## src/rtl/core/cbms_pkg.sv

```systemverilog
// Shared types, constants and helper functions of the calendar block-maxima store.
`timescale 1ns / 1ps
package cbms_pkg;

    localparam int DAY_W     = 14;
    localparam int LOC_W     = 8;
    localparam int VAL_W     = 32;
    localparam int BIN_OUT_W = 7;
    localparam int BIN_W     = 10;
    localparam int YEAR_W    = 6;
    localparam int DOY_W     = 10;
    localparam int MONTH_W   = 4;
    localparam int LIM_W     = 15;

    localparam logic [DAY_W-1:0] DAYS_PER_YEAR = 14'd365;
    localparam int               RECIP         = 2872;
    localparam int               RECIP_SHIFT   = 20;
    localparam logic [VAL_W-1:0] NEG_FLT_MAX   = 32'hFF7F_FFFF;

    localparam logic [1:0] MODE_ANNUAL   = 2'd0;
    localparam logic [1:0] MODE_MONTHLY  = 2'd1;
    localparam logic [1:0] MODE_SEASONAL = 2'd2;

    localparam logic CFG_MODE  = 1'b0;
    localparam logic CFG_YEARS = 1'b1;

    localparam logic KIND_UPDATE = 1'b0;

    typedef struct packed {
        logic [1:0] aggregation_mode;
        logic [3:0] years_in_use;
    } t_cfg;

    typedef struct packed {
        logic             kind;
        logic [DAY_W-1:0] day;
        logic [LOC_W-1:0] location;
        logic [VAL_W-1:0] sample;
    } t_in_item;

    typedef struct packed {
        logic [BIN_OUT_W-1:0] bin_index;
        logic [VAL_W-1:0]     maximum;
        logic                 day_out_of_range;
    } t_out_item;

    function automatic logic [DOY_W-1:0] month_end(input logic [MONTH_W-1:0] m);
        logic [DOY_W-1:0] e;
        case (m)
            4'd0:    e = 10'd31;
            4'd1:    e = 10'd59;
            4'd2:    e = 10'd90;
            4'd3:    e = 10'd120;
            4'd4:    e = 10'd151;
            4'd5:    e = 10'd181;
            4'd6:    e = 10'd213;
            4'd7:    e = 10'd244;
            4'd8:    e = 10'd274;
            4'd9:    e = 10'd304;
            4'd10:   e = 10'd334;
            default: e = 10'd365;
        endcase
        return e;
    endfunction

    function automatic logic [1:0] month_season(input logic [MONTH_W-1:0] m);
        logic [1:0] s;
        case (m)
            4'd2, 4'd3, 4'd4: s = 2'd1;
            4'd5, 4'd6, 4'd7: s = 2'd2;
            4'd8, 4'd9, 4'd10: s = 2'd3;
            default:          s = 2'd0;
        endcase
        return s;
    endfunction

    function automatic logic float_gt(input logic [VAL_W-1:0] a, input logic [VAL_W-1:0] b);
        logic g;
        if (a[30:0] > 31'h7F80_0000) begin
            g = 1'b0;
        end else if (a[30:0] == 31'd0 && b[30:0] == 31'd0) begin
            g = 1'b0;
        end else if (a[31] != b[31]) begin
            g = b[31];
        end else if (!a[31]) begin
            g = a[30:0] > b[30:0];
        end else begin
            g = a[30:0] < b[30:0];
        end
        return g;
    endfunction

endpackage

```

## src/rtl/core/cbms_day_map.sv

```systemverilog
// Day to aggregation bin mapping on a 365-day calendar.
`timescale 1ns / 1ps
module cbms_day_map (
    input  logic [1:0]                 i_mode,
    input  logic [cbms_pkg::DAY_W-1:0] i_day,
    input  logic [cbms_pkg::YEAR_W-1:0] i_year_est,
    output logic [cbms_pkg::BIN_W-1:0] o_bin
);
    import cbms_pkg::*;

    logic [DAY_W:0]      prod;
    logic [DAY_W:0]      diff;
    logic [YEAR_W-1:0]   year;
    logic [DOY_W-1:0]    doy;
    logic [MONTH_W-1:0]  month;

    always_comb begin
        prod = DAY_W'(i_year_est) * (DAY_W+1)'(DAYS_PER_YEAR);
        diff = {1'b0, i_day} - prod;
        if (diff >= (DAY_W+1)'(DAYS_PER_YEAR)) begin
            year = i_year_est + YEAR_W'(1);
            doy  = DOY_W'(diff - (DAY_W+1)'(DAYS_PER_YEAR));
        end else begin
            year = i_year_est;
            doy  = DOY_W'(diff);
        end
        month = '0;
        for (int i = 0; i < 11; i++) begin
            if (doy >= month_end(MONTH_W'(i))) begin
                month = month + MONTH_W'(1);
            end
        end
        case (i_mode)
            MODE_MONTHLY:  o_bin = BIN_W'(year) * BIN_W'(12) + BIN_W'(month);
            MODE_SEASONAL: o_bin = BIN_W'(year) * BIN_W'(4) + BIN_W'(month_season(month));
            default:       o_bin = BIN_W'(year);
        endcase
    end

endmodule

```

## config.mk

```make
export PLATFORM = sky130hd
export DESIGN_NAME = cbms_day_map
export DESIGN_NICKNAME = d
export VERILOG_FILES = /design/src/rtl/core/cbms_pkg.sv /design/src/rtl/core/cbms_day_map.sv
export SDC_FILE = /design/constraint.sdc
export NUM_CORES = 1
export LEC_CHECK = 0
export ABC_CLOCK_PERIOD_IN_PS = 14000
export BUFFER_PORTS_ARGS = -buffer_cell sky130_fd_sc_hd__buf_4
export CAP_MARGIN = 0
export CORE_MARGIN = 2
export CORE_UTILIZATION = 45
export DETAILED_ROUTE_END_ITERATION = 7
export GPL_TIMING_DRIVEN = 0
export PLACE_DENSITY = 0.62
export SLEW_MARGIN = 10
export SYNTH_ARGS = -nofsm -noshare
export SYNTH_HDL_FRONTEND = slang
export SYNTH_SLANG_ARGS = --single-unit
export TNS_END_PERCENT = 30
```

## constraint.sdc

```tcl
create_clock -name vclk -period 14
set_input_delay 0.7 -clock vclk [all_inputs]
set_output_delay 0.7 -clock vclk [all_outputs]
set_load 0.01 [all_outputs]
```

### After elaboration in Yosys (flattened, before gate mapping)

Memory sizes are Yosys's and may differ from the RTL's.
Index checks and enable logic that the tools add are counted.

| storage, ports and cells | value |
|---|---|
| register bits after elaboration | 0 |
| memory bits (read-only) | 32 |
| bits of input ports | 22 |
| output and inout port bits | 10 |
| memories kept | 1 |

Memories:

| memory | depth | bits a word | rd ports | clocked after Yosys merged registers in | write ports | line | source |
|---|---|---|---|---|---|---|---|
| (name not given) | 16 | 2 | 1 | 0 | 0 | cbms_pkg.sv:68 | `case (m)` |

| operators by class | value |
|---|---|
| $add $sub $neg | 15 |
| multiply operators | 2 |
| $lt $le $gt $ge | 12 |
| equality and inequality tests | 2 |
| muxes and demuxes | 15 |

Operator list:

| cell | number |
|---|---|
| adder 4 x 1 -> 4 bit (second input constant) | 10 |
| >= comparator 10 x 8 -> 1 bit (second input constant) | 4 |
| two-way mux 4 bit | 10 |
| >= comparator 10 x 9 -> 1 bit (second input constant) | 3 |
| >= comparator 10 x 7 -> 1 bit (second input constant) | 2 |
| one-hot mux 10 bit (2 select lines) | 1 |
| >= comparator 15 x 9 -> 1 bit (second input constant) | 1 |
| multiplier 6 x 9 -> 15 bit (second input constant) | 1 |
| subtractor 14 x 15 -> 15 bit | 1 |
| adder 10 x 4 -> 10 bit | 1 |
| >= comparator 10 x 5 -> 1 bit (second input constant) | 1 |
| >= comparator 10 x 6 -> 1 bit (second input constant) | 1 |
| two-way mux 10 bit | 1 |
| subtractor 10 x 9 -> 10 bit (second input constant) | 1 |
| adder 8 x 2 -> 9 bit | 1 |
| multiplier 6 x 2 -> 8 bit (second input constant) | 1 |
| adder 6 x 1 -> 6 bit (second input constant) | 1 |
| two-way mux 6 bit | 1 |
| == test 2 x 1 -> 1 bit (second input constant) | 1 |
| == test 2 bit (second input constant) | 1 |
| two-way mux 2 bit | 1 |
| two-way mux 1 bit | 1 |

### Logic depth before layout (Yosys ltp)

Gate-level depths: netlist of run 1.
An unclocked memory read counts as a cell.

| logic depth | value |
|---|---|
| depth after elaboration | 30 |
| mapped depth | 51 |
| gate-level depth less buffers | 49 |

### Worst setup path after synthesis of run 1

OpenSTA, ideal clock, no wires.

| timing | value |
|---|---|
| kind | input port to output port |
| start | input i_year_est[3] in the netlist's numbering |
| end | output o_bin[5] in the netlist's numbering |
| arrival | 10.870 ns |
| data required time | 13.300 ns |
| setup slack | 2.430 ns |
| cell stages on the path | 51 |
| buffers on the path | 2 |
| cell sequence | ha_1 xor2_1 ha_1 inv_1 fa_1 fa_1 inv_1 ha_1 a21oi_1 o21ai_1 nor3_2 nor2_1 buf_2 o211a_1 nor4_2 buf_2 nor3_1 a32o_1 (+15 left out) a21o_1 ha_1 and2_1 or3_1 xnor2_1 mux2_2 ha_1 nor2b_1 xnor2_1 xnor2_1 nand4_1 xnor3_1 ha_1 a21o_1 nand2_1 xnor2_1 a221oi_1 a21oi_1 |

| on the way | value |
|---|---|
| word-level cells in the longest chain between the ends | 30 |
| elaborated cells on any way between the ends | 45 |
| those cells by class | add/sub (15); mul (2); order compare (12); mux (15); memory (1) |

RTL lines:

| what | line | source |
|---|---|---|
| start: declaration | cbms_day_map.sv:6 | `input logic [cbms_pkg::YEAR_W-1:0] i_year_est,` |
| multiplier 6 x 9 -> 15 bit | cbms_day_map.sv:18 | `prod = DAY_W'(i_year_est) * (DAY_W+1)'(DAYS_PER_YEAR);` |
| subtractor 14 x 15 -> 15 bit | cbms_day_map.sv:19 | `diff = {1'b0, i_day} - prod;` |
| >= comparator 15 x 9 -> 1 bit / subtractor 10 x 9 -> 10 bit (equally long branches) | cbms_day_map.sv:20, cbms_day_map.sv:22 |  |
| two-way mux 10 bit | cbms_day_map.sv:20 | `if (diff >= (DAY_W+1)'(DAYS_PER_YEAR)) begin` |
| >= comparator 10 x 5 -> 1 bit | cbms_day_map.sv:29 | `if (doy >= month_end(MONTH_W'(i))) begin` |
| two-way mux 1 bit | cbms_day_map.sv:29 |  |
| adder 4 x 1 -> 4 bit | cbms_day_map.sv:30 | `month = month + MONTH_W'(1);` |
| two-way mux 4 bit | cbms_day_map.sv:29 |  |
| (+14 left out) | -- |  |
| adder 4 x 1 -> 4 bit | cbms_day_map.sv:30 |  |
| two-way mux 4 bit | cbms_day_map.sv:29 |  |
| adder 4 x 1 -> 4 bit | cbms_day_map.sv:30 |  |
| two-way mux 4 bit | cbms_day_map.sv:29 |  |
| memory read (16 x 2 bit) | -- |  |
| two-way mux 2 bit | cbms_day_map.sv:33 | `case (i_mode)` |
| adder 8 x 2 -> 9 bit | cbms_day_map.sv:35 | `MODE_SEASONAL: o_bin = BIN_W'(year) * BIN_W'(4) + BIN_W'(month_season(month));` |
| one-hot mux 10 bit (2 select lines) * | cbms_day_map.sv:33 |  |
| end: declaration | cbms_day_map.sv:7 | `output logic [cbms_pkg::BIN_W-1:0] o_bin` |

Every way passes the cells marked *; elsewhere a longest branch is shown, timed or not. The select of a mux whose other input is x is not followed.

### Final worst setup path of run 1

| timing | value |
|---|---|
| start | input i_year_est[3] in the netlist's numbering |
| end | output o_bin[4] in the netlist's numbering |

Same word-level chain as after synthesis.

==> impl_metrics.csv, run 1 <==
group,metric,value,unit
floorplanning,rows,36,
sta,slew_headroom,46.6,%
finish,num-clock-buffers,0,
detailed_routing,via_per_inst,5.78,
floorplanning,ios,32,
setup_path,startpoint_type,"primary input",
hold_path,min_path_cells,4,
detailed_routing,route.detailed.drc,0,
placed_design,dp_hpwl,9.46,mm
hold_path,holdPathEnd,"o_bin[5]",
sta,finalSetupViolCount,0,
yosys,synthAdderAreaFrac,25.9,%
floorplanning,fp.dieW,105,um
yosys,syn_area,4580,um2
detailed_routing,avgRoutedWirePerCell,15.0,um
floorplanning,dieArea,11000,um2
sta,hold_viol_final,0,
clock_network,cts_resized,0,
global_routing,first_global_vias,4225,
finish,area_growth,8.89,%
yosys,synth_top_area_share,16.7,%
placed_design,portBuffers,32,
setup_path,crit_buf_inv,8,
finish,nets,730,
setup_path,critPathArrivalTime,12.40,ns
clock_network,postCtsHoldBufs,0,
detailed_routing,vias,4374,
setup_path,crit_required,13.30,ns
setup_path,critPathCaptureType,"output pin",
floorplanning,start_util,46.6,%
yosys,syn_nets,696,
hold_path,min_path_type,"primary input to output pin",
setup_path,cp_common_cell,"ha_1",
sta,final.min_clock_period,13.10,ns
finish,fill_cells,989,
setup_path,critPathMaxStageDelay,0.60,ns
detailed_routing,first_pass_iters,4,
setup_path,crit_start,"i_year_est[3]",
sta,rsz0062_at_grt,"no",
global_routing,grt_max_degree,11,
sta,drv_slew,0,
yosys,synth_simple_gate_area_share,23.0,%
global_routing,grt_use_total,20.6,%
global_routing,antenna_found_initial,0,
yosys,synth_top_family_by_area,"compound AO/OA/AOI/OAI gates",
yosys,synth-compound-area-share,26.7,%
setup_path,critPathSlowestCell,"nor4_2",
yosys,synth_cells,592,
setup_path,critPathMaxFanout,10,
finish,final-seq-area,0,um2
sta,fin_crit_sh,93.6,%
sta,fmax,0.0763,GHz
detailed_routing,routed_wl,11.4,mm
global_routing,grt_pass1_wl,19.6,mm
yosys,avgSynthCellArea,7.73,um2
sta,fin_setup_tns,0,ns
sta,worst_pin_slew,0.795,ns
yosys,yosysTopAreaCell,"ha_1",
placed_design,gp_congestion,0.916,
finish,seq_cell_count,0,
yosys,ys_types,88,
floorplanning,fp.dieH,105,um
flow_run,maxCapViolations,0,
clock_network,cts_setup_buffers,0,
setup_path,worstSetupPathType,"primary input to output pin",
detailed_routing,antenna_left,0,
yosys,ys_seq_area_share,0,%
yosys,yosysWarnings,0,
hold_path,min-delay-start,"i_year_est[5]",
global_routing,overflow,0,
setup_path,crit_family,"adder cells",
floorplanning,core,9820,um2
outcome,status,"completed",
yosys,synth_top_cells_by_area,"ha_1 17%, fa_1 9.2%, xnor2_1 5.6%",
finish,drive_above_1_share,13.8,%
yosys,muxShareOfSynthArea,2.08,%
finish,num_antenna_cells,0,
detailed_routing,drt_iter0_drc,297,
yosys,synth_xor_xnor_area_share,14.4,%
## area by class of cell
class | count | area [um2] | share of cell area (%)
buffer | 19 | 115 | 2.31
tap | 133 | 166 | 3.34
multi-input combinational | 506 | 4210 | 84.5
inverter | 67 | 251 | 5.05
timing repair buffer | 32 | 240 | 4.82
## per-layer routing
layer	wire (um)	track usage [%]	up-vias
met5	0	0	-
met4	92	1.71	0
met3	418	0.0624	8
met1	5370	28.6	2050
li1	-	-	2203
met2	5510	37.2	113
## cells by family (layout without fill, tap and decap cells)
family / Yosys count / count (layout)
AND/OR/NAND/NOR: 194 / 194
AO/OA/AOI/OAI: 161 / 161
buffers and inverters: 86 / 118
adder cells (fa/ha/maj): 82 / 82
XOR/XNOR: 60 / 60
multiplexers: 9 / 9
## placed cells by master (no fill, tap or decap), types with 4 or more instances in the layout
cell type and instances:
buf_4 35, o21a_1 7, o21ai_0 24, a211oi_1 6, a21o_1 11, and3_1 9
nor2b_1 10, or2_2 4, a21oi_1 33, nand3_1 26, a211o_1 5, xor2_1 20
nand2_1 42, a31oi_1 5, ha_1 61, o211ai_1 6, inv_1 65, mux2_2 4
nor3b_1 6, or3_1 4, mux2i_1 5, and2_1 11, nor2_1 36, nand2b_1 6
nor3_1 14, fa_1 21, buf_2 8, nand4_1 6, o211a_1 6, xnor2_1 29
## Yosys cell counts (4+ instances only)
master	number
nor3b_1	6
and2_1	11
a31oi_1	5
nor2b_1	10
buf_2	8
a211o_1	5
nand2b_1	6
o211ai_1	6
o211a_1	6
mux2_2	4
nand3_1	26
or3_1	4
nand2_1	42
fa_1	21
nor2_1	36
or2_2	4
inv_1	65
mux2i_1	5
and3_1	9
a21oi_1	33
ha_1	61
xor2_1	20
a211oi_1	6
o21ai_0	24
nor3_1	14
o21a_1	7
xnor2_1	29
a21o_1	11
nand4_1	6
## metrics by stage
step | setup slack (ns) | utilization [%] | area (um2) | hold WS [ns] | cells
final | 0.900 | 50.7 | 4980 | 1.94 | 757
after CTS | 0.898 | 50.7 | 4980 | 1.95 | 757
after global placement | 1.06 | 50.7 | 4980 | 1.95 | 757
after detailed placement | 0.967 | 50.7 | 4980 | 1.94 | 757
after global routing | 0.209 | 50.7 | 4980 | 2.00 | 757
after floorplan | 2.43 | - | 4580 | 1.70 | 592
## worst max path at each step
stage          cells after the start  endpoint
2_1_floorplan                     51  o_bin[5]
3_3_place_gp                      53  o_bin[5]
3_5_place_dp                      53  o_bin[5]
4_1_cts                           51  o_bin[4]
5_1_grt                           53  o_bin[5]
6_report                          51  o_bin[4]
Power of run 1 is not shown: default switching activity piles up to over one toggle a cycle in this logic, so the estimate is an artifact.
==> run 2, diff against run 1 <==
--- a/config.mk
+++ b/config.mk
@@ -11,7 +11,6 @@
 export CORE_MARGIN = 2
 export CORE_UTILIZATION = 45
 export DETAILED_ROUTE_END_ITERATION = 7
-export GPL_TIMING_DRIVEN = 0
 export PLACE_DENSITY = 0.62
 export SLEW_MARGIN = 10
 export SYNTH_ARGS = -nofsm -noshare
==> impl_metrics.csv, run 2 (synthesized netlist as in run 1, its figures left out) <==
group,metric,value,unit
detailed_routing,antenna_left,0,
global_routing,first_global_vias,4074,
global_routing,grt_pass1_wl,18.9,mm
finish,multi_input_area,4210,um2
setup_path,crit_family,"adder cells",
clock_network,cts_resized,0,
finish,nets,712,
setup_path,critPathCaptureType,"output pin",
clock_network,cts_setup_buffers,0,
global_routing,overflow,0,
sta,fin_crit_sh,90.9,%
finish,num-clock-buffers,0,
global_routing,grt_max_degree,27,
outcome,status,"completed",
finish,area_growth,6.54,%
detailed_routing,routed_wl,11.0,mm
floorplanning,fp.dieW,105,um
detailed_routing,drt_iter0_drc,237,
floorplanning,dieArea,11000,um2
finish,layout_common_cells,"65 x inv_1, 61 x ha_1, 42 x nand2_1",
floorplanning,fp.dieH,105,um
sta,finalSetupViolCount,0,
sta,fin_setup_tns,0,ns
setup_path,cp_common_cell,"ha_1",
detailed_routing,via_per_inst,5.93,
finish,fill_cells,993,
hold_path,min_path_type,"primary input to output pin",
detailed_routing,vias,4381,
setup_path,critPathSlowestCell,"nor2_1",
sta,worst_pin_slew,0.999,ns
setup_path,crit_buf_inv,7,
flow_run,maxCapViolations,0,
setup_path,critPathMaxFanout,14,
placed_design,dp_hpwl,9.22,mm
setup_path,worstSetupPathType,"primary input to output pin",
sta,slew_headroom,33.1,%
detailed_routing,avgRoutedWirePerCell,14.9,um
sta,rsz0062_at_grt,"no",
finish,final_common_cell,"inv_1",
global_routing,antenna_found_initial,0,
sta,hold_viol_final,0,
finish,drive_above_1_share,12.0,%
setup_path,critPathMaxStageDelay,0.66,ns
setup_path,critPathArrivalTime,12.02,ns
finish,num_antenna_cells,0,
sta,fmax,0.0786,GHz
finish,final-seq-area,0,um2
floorplanning,ios,32,
finish,final_util,49.6,%
placed_design,gp_congestion,0.895,
floorplanning,start_util,46.6,%
sta,drv_slew,0,
floorplanning,rows,36,
global_routing,grt_use_total,19.8,%
placed_design,portBuffers,32,
floorplanning,core,9820,um2
finish,seq_cell_count,0,
sta,final.min_clock_period,12.72,ns
setup_path,startpoint_type,"primary input",
clock_network,postCtsHoldBufs,0,
detailed_routing,first_pass_iters,7,
detailed_routing,route.detailed.drc,0,
setup_path,crit_required,13.30,ns
[run 2: path summary, 6_finish.rpt]
path | from | end | slack (ns) | cells past startpoint
max | i_year_est[3] | o_bin[5] | 1.28 | 52
min | i_year_est[4] | o_bin[4] | 1.95 | 4
[run 2: through the flow]
stage / setup WS, ns / std cells / cell area [um2] / hold WS, ns
after floorplan: 2.43 / 592 / 4580 / 1.70
after global placement: 1.68 / 739 / 4870 / 1.94
after CTS: 1.35 / 739 / 4870 / 1.96
after detailed placement: 1.40 / 739 / 4870 / 1.95
final: 1.28 / 739 / 4870 / 1.95
after global routing: 0.559 / 739 / 4870 / 2.00
[run 2: cell type report]
cell class,count,share of cell area (%)
timing repair buffer,33,5.08
multi-input combinational,506,86.3
inverter,67,5.16
tap,133,3.41
[run 2: metal layers]
layer	part of all wire (%)	global-route usage [%]	up-vias	wire (um)
met1	46	27.4	2054	5090
met2	47	34.6	136	5220
met4	1.7	3.24	0	186
met5	0	0	-	0
li1	-	-	2171	-
met3	4.8	1.19	20	524
Power of run 2 is left out for the same reason.
